### src/design/app_pkg.sv
package app_pkg;

   // Tap count and derived widths
   localparam int NUM_TAPS   = 3;
   localparam int TAP_W      = (NUM_TAPS > 1) ? $clog2(NUM_TAPS) : 1;
   localparam int SAMPLE_W   = 16;
   localparam int COEF_W     = 32;
   localparam int STEP_W     = 16;
   localparam int P_W        = 32;
   localparam int PK_SHIFT   = 30;
   localparam int PK_W       = PK_SHIFT + NUM_TAPS;
   localparam int GAIN_W     = 48;
   localparam int WIDE_W     = 64;
   localparam int ERR_W      = 32;
   localparam int PH_W       = 32;
   localparam int PH_SHIFT   = 22;
   localparam int U_SHIFT    = 17;
   localparam int D_SHIFT    = 16;
   localparam int ERR_SHIFT  = 20;

   // Shared multiplier: OP_W x OP_W signed, DIG_W bits of operand b per cycle
   localparam int OP_W       = 48;
   localparam int DIG_W      = 16;
   localparam int MUL_DIGITS = OP_W / DIG_W;
   localparam int DIG_IDX_W  = (MUL_DIGITS > 1) ? $clog2(MUL_DIGITS) : 1;
   localparam int MUL_CNT_W  = $clog2(MUL_DIGITS + 1);
   localparam int PROD_W     = 2 * OP_W;

   localparam logic signed [COEF_W-1:0] ONE_Q28 = COEF_W'(32'sd268435456);
   localparam logic [PK_W-1:0]          ONE_Q30 = PK_W'(1) << PK_SHIFT;

   typedef struct packed {
      logic                       mode;
      logic signed [SAMPLE_W-1:0] sample_i;
      logic signed [SAMPLE_W-1:0] sample_q;
      logic signed [SAMPLE_W-1:0] ref_i;
      logic signed [SAMPLE_W-1:0] ref_q;
      logic                       block_end;
   } req_type;

   typedef struct packed {
      logic signed [SAMPLE_W-1:0] out_i;
      logic signed [SAMPLE_W-1:0] out_q;
      logic                       out_end;
   } rsp_type;

   typedef struct packed {
      logic busy;
      logic done;
   } mul_sts_type;

endpackage

### src/design/app_mul.sv
module app_mul (
   input  logic                                clock,
   input  logic                                reset,
   input  logic                                start,
   input  logic signed [app_pkg::OP_W-1:0]     op_a,
   input  logic signed [app_pkg::OP_W-1:0]     op_b,
   output app_pkg::mul_sts_type                sts,
   output logic signed [app_pkg::PROD_W-1:0]   prod
);

   localparam int PP_W = app_pkg::OP_W + app_pkg::DIG_W + 1;

   logic signed [app_pkg::OP_W-1:0]      a_ff, a_in;
   logic signed [app_pkg::OP_W-1:0]      b_ff, b_in;
   logic signed [app_pkg::PROD_W-1:0]    acc_ff, acc_in;
   logic [app_pkg::MUL_CNT_W-1:0]        cnt_ff, cnt_in;
   logic                                 busy_ff, busy_in;
   logic                                 done_ff, done_in;
   logic [app_pkg::DIG_IDX_W-1:0]        idx;
   logic signed [app_pkg::DIG_W:0]       digit;
   logic signed [PP_W-1:0]               pp;

   // Pick the next digit of b, most significant first; only the top one is signed
   always_comb begin
      idx   = app_pkg::DIG_IDX_W'(cnt_ff - 1'b1);
      digit = {(idx == app_pkg::DIG_IDX_W'(app_pkg::MUL_DIGITS - 1)) ?
               b_ff[app_pkg::OP_W-1] : 1'b0,
               b_ff[idx*app_pkg::DIG_W +: app_pkg::DIG_W]};
      pp    = a_ff * digit;
   end

   // Shift and accumulate one partial product per cycle
   always_comb begin
      a_in    = a_ff;
      b_in    = b_ff;
      acc_in  = acc_ff;
      cnt_in  = cnt_ff;
      busy_in = busy_ff;
      done_in = 1'b0;
      if (start) begin
         a_in    = op_a;
         b_in    = op_b;
         acc_in  = '0;
         cnt_in  = app_pkg::MUL_CNT_W'(app_pkg::MUL_DIGITS);
         busy_in = 1'b1;
      end else if (busy_ff) begin
         acc_in = (acc_ff <<< app_pkg::DIG_W) + app_pkg::PROD_W'(pp);
         cnt_in = cnt_ff - 1'b1;
         if (cnt_ff == app_pkg::MUL_CNT_W'(1)) begin
            busy_in = 1'b0;
            done_in = 1'b1;
         end
      end
   end

   always_ff @(posedge clock) begin
      if (reset) begin
         busy_ff <= 1'b0;
         done_ff <= 1'b0;
         cnt_ff  <= '0;
      end else begin
         busy_ff <= busy_in;
         done_ff <= done_in;
         cnt_ff  <= cnt_in;
      end
      a_ff   <= a_in;
      b_ff   <= b_in;
      acc_ff <= acc_in;
   end

   assign sts.busy = busy_ff;
   assign sts.done = done_ff;
   assign prod     = acc_ff;

   // Checks
   a_no_restart: assert property (@(posedge clock) disable iff (reset)
      start |-> !busy_ff) else $error("multiplier restarted while busy");
   a_done_after_busy: assert property (@(posedge clock) disable iff (reset)
      done_ff |-> !busy_ff) else $error("multiplier done while still busy");
   a_done_pulse: assert property (@(posedge clock) disable iff (reset)
      done_ff |=> !done_ff || $past(start)) else $error("done held");

endmodule

### src/design/adaptive_polynomial_predistorter.sv
// Apply runs from accept to result; adapt then updates every tap after the result.
// Only one transaction is in flight at a time; every product is issued to the single
// shared multiplier, which steps through the operand digits of b and hands the
// product back before the next product is issued.
// Reset (synchronous, active high): taps return to identity, step size to zero.
module adaptive_polynomial_predistorter (
   input  logic                          clock,
   input  logic                          reset,
   input  logic                          req_valid,
   output logic                          req_stall,
   input  app_pkg::req_type              req_data,
   output logic                          rsp_valid,
   input  logic                          rsp_stall,
   output app_pkg::rsp_type              rsp_data,
   input  logic                          csr_write_enable,
   input  logic [app_pkg::STEP_W-1:0]    csr_write_data
);

   typedef enum logic [4:0] {
      S_IDLE, S_P1, S_P2, S_GR, S_GI, S_PK, S_V1, S_V2, S_V3, S_V4,
      S_EMIT, S_ERR, S_PHR, S_PHQ, S_U1, S_U2, S_U3, S_U4, S_D1, S_D2
   } state_type;

   localparam logic [app_pkg::TAP_W-1:0] LAST_TAP = app_pkg::TAP_W'(app_pkg::NUM_TAPS - 1);

   state_type                               state_ff, state_in;
   logic                                    issued_ff, issued_in;
   logic [app_pkg::TAP_W-1:0]               tap_ff, tap_in;
   logic                                    mode_ff, mode_in;
   logic                                    end_ff, end_in;
   logic signed [app_pkg::SAMPLE_W-1:0]     si_ff, si_in, sq_ff, sq_in;
   logic signed [app_pkg::SAMPLE_W-1:0]     xi_ff, xi_in, xq_ff, xq_in;
   logic [app_pkg::P_W-1:0]                 p_ff, p_in;
   logic [app_pkg::PK_W-1:0]                pk_ff [app_pkg::NUM_TAPS];
   logic [app_pkg::PK_W-1:0]                pk_in [app_pkg::NUM_TAPS];
   logic signed [app_pkg::GAIN_W-1:0]       gr_ff, gr_in, gi_ff, gi_in;
   logic signed [app_pkg::WIDE_W-1:0]       tmp_ff, tmp_in;
   logic signed [app_pkg::WIDE_W-1:0]       vr_ff, vr_in, vi_ff, vi_in;
   logic signed [app_pkg::WIDE_W-1:0]       ur_ff, ur_in, ui_ff, ui_in;
   logic signed [app_pkg::ERR_W-1:0]        er_ff, er_in, ei_ff, ei_in;
   logic signed [app_pkg::PH_W-1:0]         phr_ff, phr_in, phq_ff, phq_in;
   logic signed [app_pkg::COEF_W-1:0]       cr_ff [app_pkg::NUM_TAPS];
   logic signed [app_pkg::COEF_W-1:0]       cr_in [app_pkg::NUM_TAPS];
   logic signed [app_pkg::COEF_W-1:0]       ci_ff [app_pkg::NUM_TAPS];
   logic signed [app_pkg::COEF_W-1:0]       ci_in [app_pkg::NUM_TAPS];
   logic [app_pkg::STEP_W-1:0]              step_ff, step_in;
   logic                                    rsp_valid_ff, rsp_valid_in;
   app_pkg::rsp_type                        rsp_data_ff, rsp_data_in;

   logic                                    mul_start;
   logic signed [app_pkg::OP_W-1:0]         op_a, op_b;
   app_pkg::mul_sts_type                    mul_sts;
   logic signed [app_pkg::PROD_W-1:0]       m;
   logic                                    is_op, fire;

   app_mul u_mul (
      .clock (clock),
      .reset (reset),
      .start (mul_start),
      .op_a  (op_a),
      .op_b  (op_b),
      .sts   (mul_sts),
      .prod  (m)
   );

   // Round a Q.28 value half away from zero, saturate to 16 bits
   function automatic logic signed [app_pkg::SAMPLE_W-1:0] round_sat(
      input logic signed [app_pkg::WIDE_W-1:0] v);
      logic [app_pkg::WIDE_W-1:0] mag;
      logic [35:0]                r;
      mag = v[app_pkg::WIDE_W-1] ? app_pkg::WIDE_W'(-v) : app_pkg::WIDE_W'(v);
      r   = 36'((mag + app_pkg::WIDE_W'(134217728)) >> 28);
      if (v[app_pkg::WIDE_W-1])
         round_sat = (r > 36'd32768) ? 16'sh8000 : app_pkg::SAMPLE_W'(-r);
      else
         round_sat = (r > 36'd32767) ? 16'sh7fff : r[15:0];
   endfunction

   // Error reduced to Q.8 and saturated to 32 bits
   function automatic logic signed [app_pkg::ERR_W-1:0] err_q8(
      input logic signed [app_pkg::SAMPLE_W-1:0] x,
      input logic signed [app_pkg::WIDE_W-1:0]   v);
      logic signed [app_pkg::WIDE_W:0] big;
      logic [44:0]                     e;
      big = (65'($signed({x, 28'd0}))) - 65'(v);
      e   = big[64:20];
      if (!(&e[44:31]) && (|e[44:31]))
         err_q8 = e[44] ? 32'sh80000000 : 32'sh7fffffff;
      else
         err_q8 = e[31:0];
   endfunction

   // Add a tap correction and saturate to 32 bits
   function automatic logic signed [app_pkg::COEF_W-1:0] tap_add(
      input logic signed [app_pkg::COEF_W-1:0] c,
      input logic signed [47:0]                d);
      logic signed [48:0] s;
      s = 49'(c) + 49'(d);
      if (!(&s[48:31]) && (|s[48:31]))
         tap_add = s[48] ? 32'sh80000000 : 32'sh7fffffff;
      else
         tap_add = s[31:0];
   endfunction

   // Select multiplier operands for the current step
   always_comb begin
      op_a = '0;
      op_b = '0;
      unique case (state_ff)
         S_P1:  begin op_a = app_pkg::OP_W'(si_ff); op_b = app_pkg::OP_W'(si_ff); end
         S_P2:  begin op_a = app_pkg::OP_W'(sq_ff); op_b = app_pkg::OP_W'(sq_ff); end
         S_GR:  begin
            op_a = app_pkg::OP_W'(cr_ff[tap_ff]);
            op_b = $signed(app_pkg::OP_W'(pk_ff[tap_ff]));
         end
         S_GI:  begin
            op_a = app_pkg::OP_W'(ci_ff[tap_ff]);
            op_b = $signed(app_pkg::OP_W'(pk_ff[tap_ff]));
         end
         S_PK:  begin
            op_a = $signed(app_pkg::OP_W'(pk_ff[tap_ff]));
            op_b = $signed(app_pkg::OP_W'(p_ff));
         end
         S_V1:  begin op_a = app_pkg::OP_W'(si_ff); op_b = app_pkg::OP_W'(gr_ff); end
         S_V2:  begin op_a = app_pkg::OP_W'(sq_ff); op_b = app_pkg::OP_W'(gi_ff); end
         S_V3:  begin op_a = app_pkg::OP_W'(si_ff); op_b = app_pkg::OP_W'(gi_ff); end
         S_V4:  begin op_a = app_pkg::OP_W'(sq_ff); op_b = app_pkg::OP_W'(gr_ff); end
         S_PHR: begin
            op_a = app_pkg::OP_W'(si_ff);
            op_b = $signed(app_pkg::OP_W'(pk_ff[tap_ff]));
         end
         S_PHQ: begin
            op_a = app_pkg::OP_W'(sq_ff);
            op_b = $signed(app_pkg::OP_W'(pk_ff[tap_ff]));
         end
         S_U1:  begin op_a = app_pkg::OP_W'(er_ff); op_b = app_pkg::OP_W'(phr_ff); end
         S_U2:  begin op_a = app_pkg::OP_W'(ei_ff); op_b = app_pkg::OP_W'(phq_ff); end
         S_U3:  begin op_a = app_pkg::OP_W'(ei_ff); op_b = app_pkg::OP_W'(phr_ff); end
         S_U4:  begin op_a = app_pkg::OP_W'(er_ff); op_b = app_pkg::OP_W'(phq_ff); end
         S_D1:  begin
            op_a = app_pkg::OP_W'($signed(ur_ff[app_pkg::WIDE_W-1:app_pkg::U_SHIFT]));
            op_b = $signed(app_pkg::OP_W'(step_ff));
         end
         S_D2:  begin
            op_a = app_pkg::OP_W'($signed(ui_ff[app_pkg::WIDE_W-1:app_pkg::U_SHIFT]));
            op_b = $signed(app_pkg::OP_W'(step_ff));
         end
         default: begin op_a = '0; op_b = '0; end
      endcase
   end

   // Sequencer: issue one product, wait for it, fold it into the datapath
   always_comb begin
      is_op     = (state_ff != S_IDLE) && (state_ff != S_EMIT) && (state_ff != S_ERR);
      fire      = is_op && issued_ff && mul_sts.done;
      mul_start = is_op && !issued_ff;
      issued_in = is_op && !fire;

      state_in     = state_ff;
      tap_in       = tap_ff;
      mode_in      = mode_ff;
      end_in       = end_ff;
      si_in        = si_ff;
      sq_in        = sq_ff;
      xi_in        = xi_ff;
      xq_in        = xq_ff;
      p_in         = p_ff;
      pk_in        = pk_ff;
      gr_in        = gr_ff;
      gi_in        = gi_ff;
      tmp_in       = tmp_ff;
      vr_in        = vr_ff;
      vi_in        = vi_ff;
      ur_in        = ur_ff;
      ui_in        = ui_ff;
      er_in        = er_ff;
      ei_in        = ei_ff;
      phr_in       = phr_ff;
      phq_in       = phq_ff;
      cr_in        = cr_ff;
      ci_in        = ci_ff;
      rsp_data_in  = rsp_data_ff;
      step_in      = csr_write_enable ? csr_write_data : step_ff;

      // drop the result once taken
      rsp_valid_in = rsp_valid_ff && rsp_stall;

      unique case (state_ff)
         S_IDLE: begin
            if (req_valid) begin
               mode_in  = req_data.mode;
               end_in   = req_data.block_end;
               si_in    = req_data.sample_i;
               sq_in    = req_data.sample_q;
               xi_in    = req_data.ref_i;
               xq_in    = req_data.ref_q;
               tap_in   = '0;
               gr_in    = '0;
               gi_in    = '0;
               pk_in[0] = app_pkg::ONE_Q30;
               state_in = S_P1;
            end
         end
         S_P1: if (fire) begin
            tmp_in   = m[app_pkg::WIDE_W-1:0];
            state_in = S_P2;
         end
         S_P2: if (fire) begin
            p_in     = tmp_ff[app_pkg::P_W-1:0] + m[app_pkg::P_W-1:0];
            state_in = S_GR;
         end
         S_GR: if (fire) begin
            gr_in    = gr_ff + $signed(m[app_pkg::PK_SHIFT +: app_pkg::GAIN_W]);
            state_in = S_GI;
         end
         S_GI: if (fire) begin
            gi_in    = gi_ff + $signed(m[app_pkg::PK_SHIFT +: app_pkg::GAIN_W]);
            state_in = (tap_ff == LAST_TAP) ? S_V1 : S_PK;
         end
         S_PK: if (fire) begin
            pk_in[tap_ff + 1'b1] = m[app_pkg::PK_SHIFT +: app_pkg::PK_W];
            tap_in   = tap_ff + 1'b1;
            state_in = S_GR;
         end
         S_V1: if (fire) begin
            tmp_in   = m[app_pkg::WIDE_W-1:0];
            state_in = S_V2;
         end
         S_V2: if (fire) begin
            vr_in    = tmp_ff - $signed(m[app_pkg::WIDE_W-1:0]);
            state_in = S_V3;
         end
         S_V3: if (fire) begin
            tmp_in   = m[app_pkg::WIDE_W-1:0];
            state_in = S_V4;
         end
         S_V4: if (fire) begin
            vi_in    = tmp_ff + $signed(m[app_pkg::WIDE_W-1:0]);
            state_in = S_EMIT;
         end
         S_EMIT: begin
            // hold until the output register is free
            if (!rsp_valid_ff || !rsp_stall) begin
               rsp_valid_in        = 1'b1;
               rsp_data_in.out_i   = round_sat(vr_ff);
               rsp_data_in.out_q   = round_sat(vi_ff);
               rsp_data_in.out_end = end_ff;
               state_in            = mode_ff ? S_ERR : S_IDLE;
            end
         end
         S_ERR: begin
            er_in    = err_q8(xi_ff, vr_ff);
            ei_in    = err_q8(xq_ff, vi_ff);
            tap_in   = '0;
            state_in = S_PHR;
         end
         S_PHR: if (fire) begin
            phr_in   = m[app_pkg::PH_SHIFT +: app_pkg::PH_W];
            state_in = S_PHQ;
         end
         S_PHQ: if (fire) begin
            phq_in   = m[app_pkg::PH_SHIFT +: app_pkg::PH_W];
            state_in = S_U1;
         end
         S_U1: if (fire) begin
            tmp_in   = m[app_pkg::WIDE_W-1:0];
            state_in = S_U2;
         end
         S_U2: if (fire) begin
            ur_in    = tmp_ff + $signed(m[app_pkg::WIDE_W-1:0]);
            state_in = S_U3;
         end
         S_U3: if (fire) begin
            tmp_in   = m[app_pkg::WIDE_W-1:0];
            state_in = S_U4;
         end
         S_U4: if (fire) begin
            ui_in    = tmp_ff - $signed(m[app_pkg::WIDE_W-1:0]);
            state_in = S_D1;
         end
         S_D1: if (fire) begin
            cr_in[tap_ff] = tap_add(cr_ff[tap_ff], $signed(m[app_pkg::D_SHIFT +: 48]));
            state_in      = S_D2;
         end
         S_D2: if (fire) begin
            ci_in[tap_ff] = tap_add(ci_ff[tap_ff], $signed(m[app_pkg::D_SHIFT +: 48]));
            if (tap_ff == LAST_TAP) begin
               state_in = S_IDLE;
            end else begin
               tap_in   = tap_ff + 1'b1;
               state_in = S_PHR;
            end
         end
         default: state_in = S_IDLE;
      endcase
   end

   always_ff @(posedge clock) begin
      if (reset) begin
         state_ff     <= S_IDLE;
         issued_ff    <= 1'b0;
         rsp_valid_ff <= 1'b0;
         step_ff      <= '0;
         for (int k = 0; k < app_pkg::NUM_TAPS; k++) begin
            cr_ff[k] <= '0;
            ci_ff[k] <= '0;
         end
         cr_ff[0] <= app_pkg::ONE_Q28;
      end else begin
         state_ff     <= state_in;
         issued_ff    <= issued_in;
         rsp_valid_ff <= rsp_valid_in;
         step_ff      <= step_in;
         cr_ff        <= cr_in;
         ci_ff        <= ci_in;
      end
      tap_ff      <= tap_in;
      mode_ff     <= mode_in;
      end_ff      <= end_in;
      si_ff       <= si_in;
      sq_ff       <= sq_in;
      xi_ff       <= xi_in;
      xq_ff       <= xq_in;
      p_ff        <= p_in;
      pk_ff       <= pk_in;
      gr_ff       <= gr_in;
      gi_ff       <= gi_in;
      tmp_ff      <= tmp_in;
      vr_ff       <= vr_in;
      vi_ff       <= vi_in;
      ur_ff       <= ur_in;
      ui_ff       <= ui_in;
      er_ff       <= er_in;
      ei_ff       <= ei_in;
      phr_ff      <= phr_in;
      phq_ff      <= phq_in;
      rsp_data_ff <= rsp_data_in;
   end

   assign req_stall = (state_ff != S_IDLE);
   assign rsp_valid = rsp_valid_ff;
   assign rsp_data  = rsp_data_ff;

   // Checks
   a_done_issued: assert property (@(posedge clock) disable iff (reset)
      mul_sts.done |-> issued_ff) else $error("product arrived with none issued");
   a_idle_quiet: assert property (@(posedge clock) disable iff (reset)
      (state_ff == S_IDLE) |-> !mul_sts.busy) else $error("multiplier busy while idle");
   a_emit_loads: assert property (@(posedge clock) disable iff (reset)
      (state_ff == S_EMIT) && (!rsp_valid_ff || !rsp_stall) |=> rsp_valid_ff)
      else $error("result not loaded");

endmodule
### config.mk
export PLATFORM = sky130hd
export DESIGN_NAME = adaptive_polynomial_predistorter
export DESIGN_NICKNAME = d
export VERILOG_FILES = /design/src/design/app_pkg.sv /design/src/design/app_mul.sv /design/src/design/adaptive_polynomial_predistorter.sv
export SDC_FILE = /design/constraint.sdc
export NUM_CORES = 2
export LEC_CHECK = 0
export ABC_AREA = 1
export BUFFER_PORTS_ARGS = -buffer_cell sky130_fd_sc_hd__buf_2
export CAP_MARGIN = 20
export CELL_PAD_IN_SITES_DETAIL_PLACEMENT = 0
export CELL_PAD_IN_SITES_GLOBAL_PLACEMENT = 1
export CORE_MARGIN = 2
export CORE_UTILIZATION = 53
export DETAILED_ROUTE_END_ITERATION = 16
export GPL_TIMING_DRIVEN = 1
export PLACE_DENSITY_LB_ADDON = 0.05
export SLEW_MARGIN = 20
export SYNTH_ARGS = -nofsm -noshare
export SYNTH_HDL_FRONTEND = slang
export SYNTH_SLANG_ARGS = --single-unit
export TNS_END_PERCENT = 30
### constraint.sdc
create_clock -name clock -period 20.8 [get_ports clock]
set_input_delay 3.12 -clock clock [delete_from_list [all_inputs] [get_ports clock]]
set_output_delay 3.12 -clock clock [all_outputs]
set_load 0.02 [all_outputs]
==> impl_summary.md <==
Outcome
The flow ran to the end, and the final reports show no timing, DRC or antenna violations.

GRT
The aggregate global-route resource usage is 44.50%. The number of antenna violations at the first check in global routing is 84. After global routing the overflow that remains totals 0. The first global-routing pass estimated 679900 um of wire.

The via count of the first global-routing pass is 100600. Entering global routing, the biggest net connects 94 pins.

Logic synthesis
In this run, synthesis inferred 837 flip-flops with an integrated enable. The synthesized design contains 1134 register bits. The synthesized cell area is 109800 um^2. The register area share after synthesis is 28.31%. By area the synthesized netlist is led by edfxtp_1 (23%), fa_1 (16%), nand2_1 (10%). The area share of the largest cell type after synthesis is 22.90%. The average footprint of a synthesized cell is 7.586 um^2. edfxtp_1 takes more of the synthesized area than any other cell. By instance count, the leading cell after synthesis is nand2_1. The warning count from the yosys run is 0.

The post-synth net total is 16050. In the synthesized netlist, the cells that appear most often are nand2_1 (2916), inv_1 (2820), nor2_1 (1764), a21oi_1 (1064), fa_1 (885). In the synthesized netlist the async set-or-reset flop fraction comes to 0%. The most used flip-flop cell after synthesis is edfxtp_1. Counting every instance in the synthesized netlist gives 14470.

The number of distinct standard cells referenced by the synthesized netlist is 70.

Place
Input and output buffers added on the ports amount to 121. The congestion estimate from routability-driven global placement came to 1.134. In this run, placement finished with an instance count of 17050.

The detailed placement HPWL is 376600 um. The placed instances occupy a cell area of 113800 um^2.

Critical path
The data arrival time of the critical path is 11.50 ns. The critical-path cell with the highest stage delay is fa_1. The required time reported for the critical path endpoint is 21.56 ns. The biggest cell delay along the critical path is 0.99 ns. STA classifies the critical path endpoint as a register. The most frequent cell on the critical path is inv_1. The sort of element at the start of the critical path is a register. The worst setup path is of the reg2reg kind. The worst register-to-register path ends at u_mul.prod[72]$_SDFFE_PP0P_. Setup slack on the worst reg-to-reg path comes out at 10.06 ns. The worst register-to-register path begins at u_mul.cnt_ff[0]$_SDFFE_PP0P_. The number of cells on the worst reg-to-reg path is 28. The highest net fanout along the worst path is 40.

CTS
The number of buffers inserted by post-CTS setup repair is 0. The hold buffer count at CTS is 0. The clock passes through at most 3 buffers. The number of CTS-inserted buffers is 136. The number of clock sinks is 1134. For the worst-skew pair, the clock arrives at the later sink with an insertion delay of 0.84 ns. The number of resized instances in the post-cts repair step is 0. The clock root buffer master is clkbuf_16. In this run the number of H-tree levels came out at 4.

TritonCTS built the clock tree. The clock transition at the registers of the reported paths is 0.06 ns.

Floorplan
The height of the die is 459.1 um. The initialized floorplan defines 167 standard-cell rows. 122 I/O pins were placed. The die width is 459.1 um. For this configuration, the core starts out at a cell density of 53.17%.

The placeable core region is 206400 um^2. The die area is 210800 um^2.

Run
Max-cap violations in this run came to 0.

Final layout
Once layout is complete, the cells apart from fillers number 17360. For this run, the post-layout net count is 16070. Fill cells in the final layout number 19170. The total area of multi-input combinational cells is 66640 um^2. The fraction of layout cells with a size suffix above 1 is 5.342%.

The area growth from synthesis to layout is 8.176%. Summing all non-filler instances in the final layout gives an area of 118700 um^2. The area used by sequential logic in the layout is 31080 um^2.

Detailed routing
The routed layout has 105000 vias. The detailed router finished its first iteration with 14300 violations. The DRC violation count after routing is 0. The number of detailed-routing iterations run before antenna repair is 9.

The wire length per cell after detailed routing is 27.45 um. The final layout contains routed wiring with a total length of 476500 um. The mean number of vias per cell is 6.048.

The number of nets with antenna violations after routing is 0.

Timing
The fmax is 0.09314 GHz. The setup TNS is 0 ns. Setup repair after global routing left no endpoint under its margin.

Between clock sinks in the finished design, the worst skew comes to 0.05839 ns. At the pin with the least slew margin, the transition time is 1.361 ns. The final max-slew violation count is 0.

The count of final hold-check violations came to 0. In the finished design, the share of the clock period the worst path needs comes to 51.62%. The final setup violation count is 0. The worst pin sits at a relative slew slack of 9.256%. The routed design could run at a clock period as short as 10.74 ns.

Min path
The hold path startpoint is end_ff$_DFFE_PP_. The worst hold path terminates at rsp_data[0]$_DFFE_PP_. Along the worst hold path, the cell count comes to 0. The path type of the worst min-delay path is reg2reg.
layout make-up:
cell class,instances,area share (%)
Multi-Input combinational cell,10040,56.12
Sequential cell,1134,26.18
Inverter,2854,9.025
Clock buffer,178,3.156
Tap cell,2704,2.849
Timing Repair Buffer,322,1.830
Clock inverter,73,0.7270
Antenna cell,55,0.1159
cells by family after synthesis:
family / after synthesis / synth area share (%)
DFF: 1134 / 28.31
xor gates and xnor gates: 373 / 2.997
buffers and inverters: 3295 / 11.35
and+or+nand+nor: 5741 / 21.51
AOI/OAI and AO/OA: 2437 / 12.79
muxes: 1 / 0.009119
adders and majority gates: 1489 / 23.02
how the worst max path moves through the flow:
stage                                            start                     endpoint  slack (ns)  cells past startpoint
final                     u_mul.cnt_ff[0]$_SDFFE_PP0P_  u_mul.prod[72]$_SDFFE_PP0P_       10.06                     28
after global routing      u_mul.cnt_ff[0]$_SDFFE_PP0P_  u_mul.prod[72]$_SDFFE_PP0P_        9.40                     28
after CTS                 u_mul.cnt_ff[0]$_SDFFE_PP0P_  u_mul.prod[72]$_SDFFE_PP0P_        9.97                     28
after detailed placement  u_mul.cnt_ff[0]$_SDFFE_PP0P_  u_mul.prod[72]$_SDFFE_PP0P_       10.01                     28
after global placement    u_mul.cnt_ff[0]$_SDFFE_PP0P_  u_mul.prod[72]$_SDFFE_PP0P_       10.14                     28
after floorplan                              req_valid       gi_ff[0]$_SDFFCE_PN0P_        9.43                      2
stage by stage:
| stage | utilization (%) | worst slack [ns] | hold slack [ns] |
|---|---|---|---|
| 3_3_place_gp | 55.13 | 10.14 | 0.4011 |
| 5_1_grt | 57.47 | 9.399 | 0.4294 |
| 4_1_cts | 57.38 | 9.970 | 0.4170 |
| 6_report | 57.52 | 10.06 | 0.4160 |
| 3_5_place_dp | 55.14 | 10.01 | 0.4054 |
| 2_1_floorplan | - | 9.429 | 0.4003 |
worst max-delay path: cells and delay by family (launching register included):
family                   cells  cell delay [ns]
flip-flops                   1             0.76
AO/OA/AOI/OAI                3             0.78
adder cells (fa/ha/maj)      8             5.03
AND/OR/NAND/NOR              9             2.36
buffers and inverters        8             1.68
sequential cells by signal, indices dropped and copies added (netlist names), 32 cells and up:
signal and cells:
pk_ff 99, ci_ff 96, cr_ff 96, u_mul.prod 78
tmp_ff 64, vi_ff 64, vr_ff 64, gi_ff 48
gr_ff 48, u_mul.b_ff 48, u_mul.a_ff 47, ui_ff 47
ur_ff 47, rsp_data 33, ei_ff 32, er_ff 32
p_ff 32, phq_ff 32, phr_ff 32
cell usage in the layout (no fill, tap or decap), drive strengths merged, types with 137 or more instances in the layout:
| cell type | instances |
|---|---|
| nand4 | 137 |
| dfxtp | 297 |
| nand3 | 611 |
| buf | 322 |
| xor2 | 272 |
| a21oi | 1064 |
| clkbuf | 178 |
| nand2 | 2963 |
| nor2 | 1834 |
| ha | 604 |
| inv | 2853 |
| o21ai | 689 |
| fa | 885 |
| edfxtp | 837 |
per-layer routing:
metal  track usage (%)  vias up  wire, um
li1                  -    46210         -
met1             55.27    50170    172100
met2             65.20     6926    200400
met3             14.94     1634     64060
met4             30.80       56     39480
met5            0.4363        -       474
Power is not shown: default switching activity piles up to over one toggle a cycle in this logic, so the estimate is an artifact.
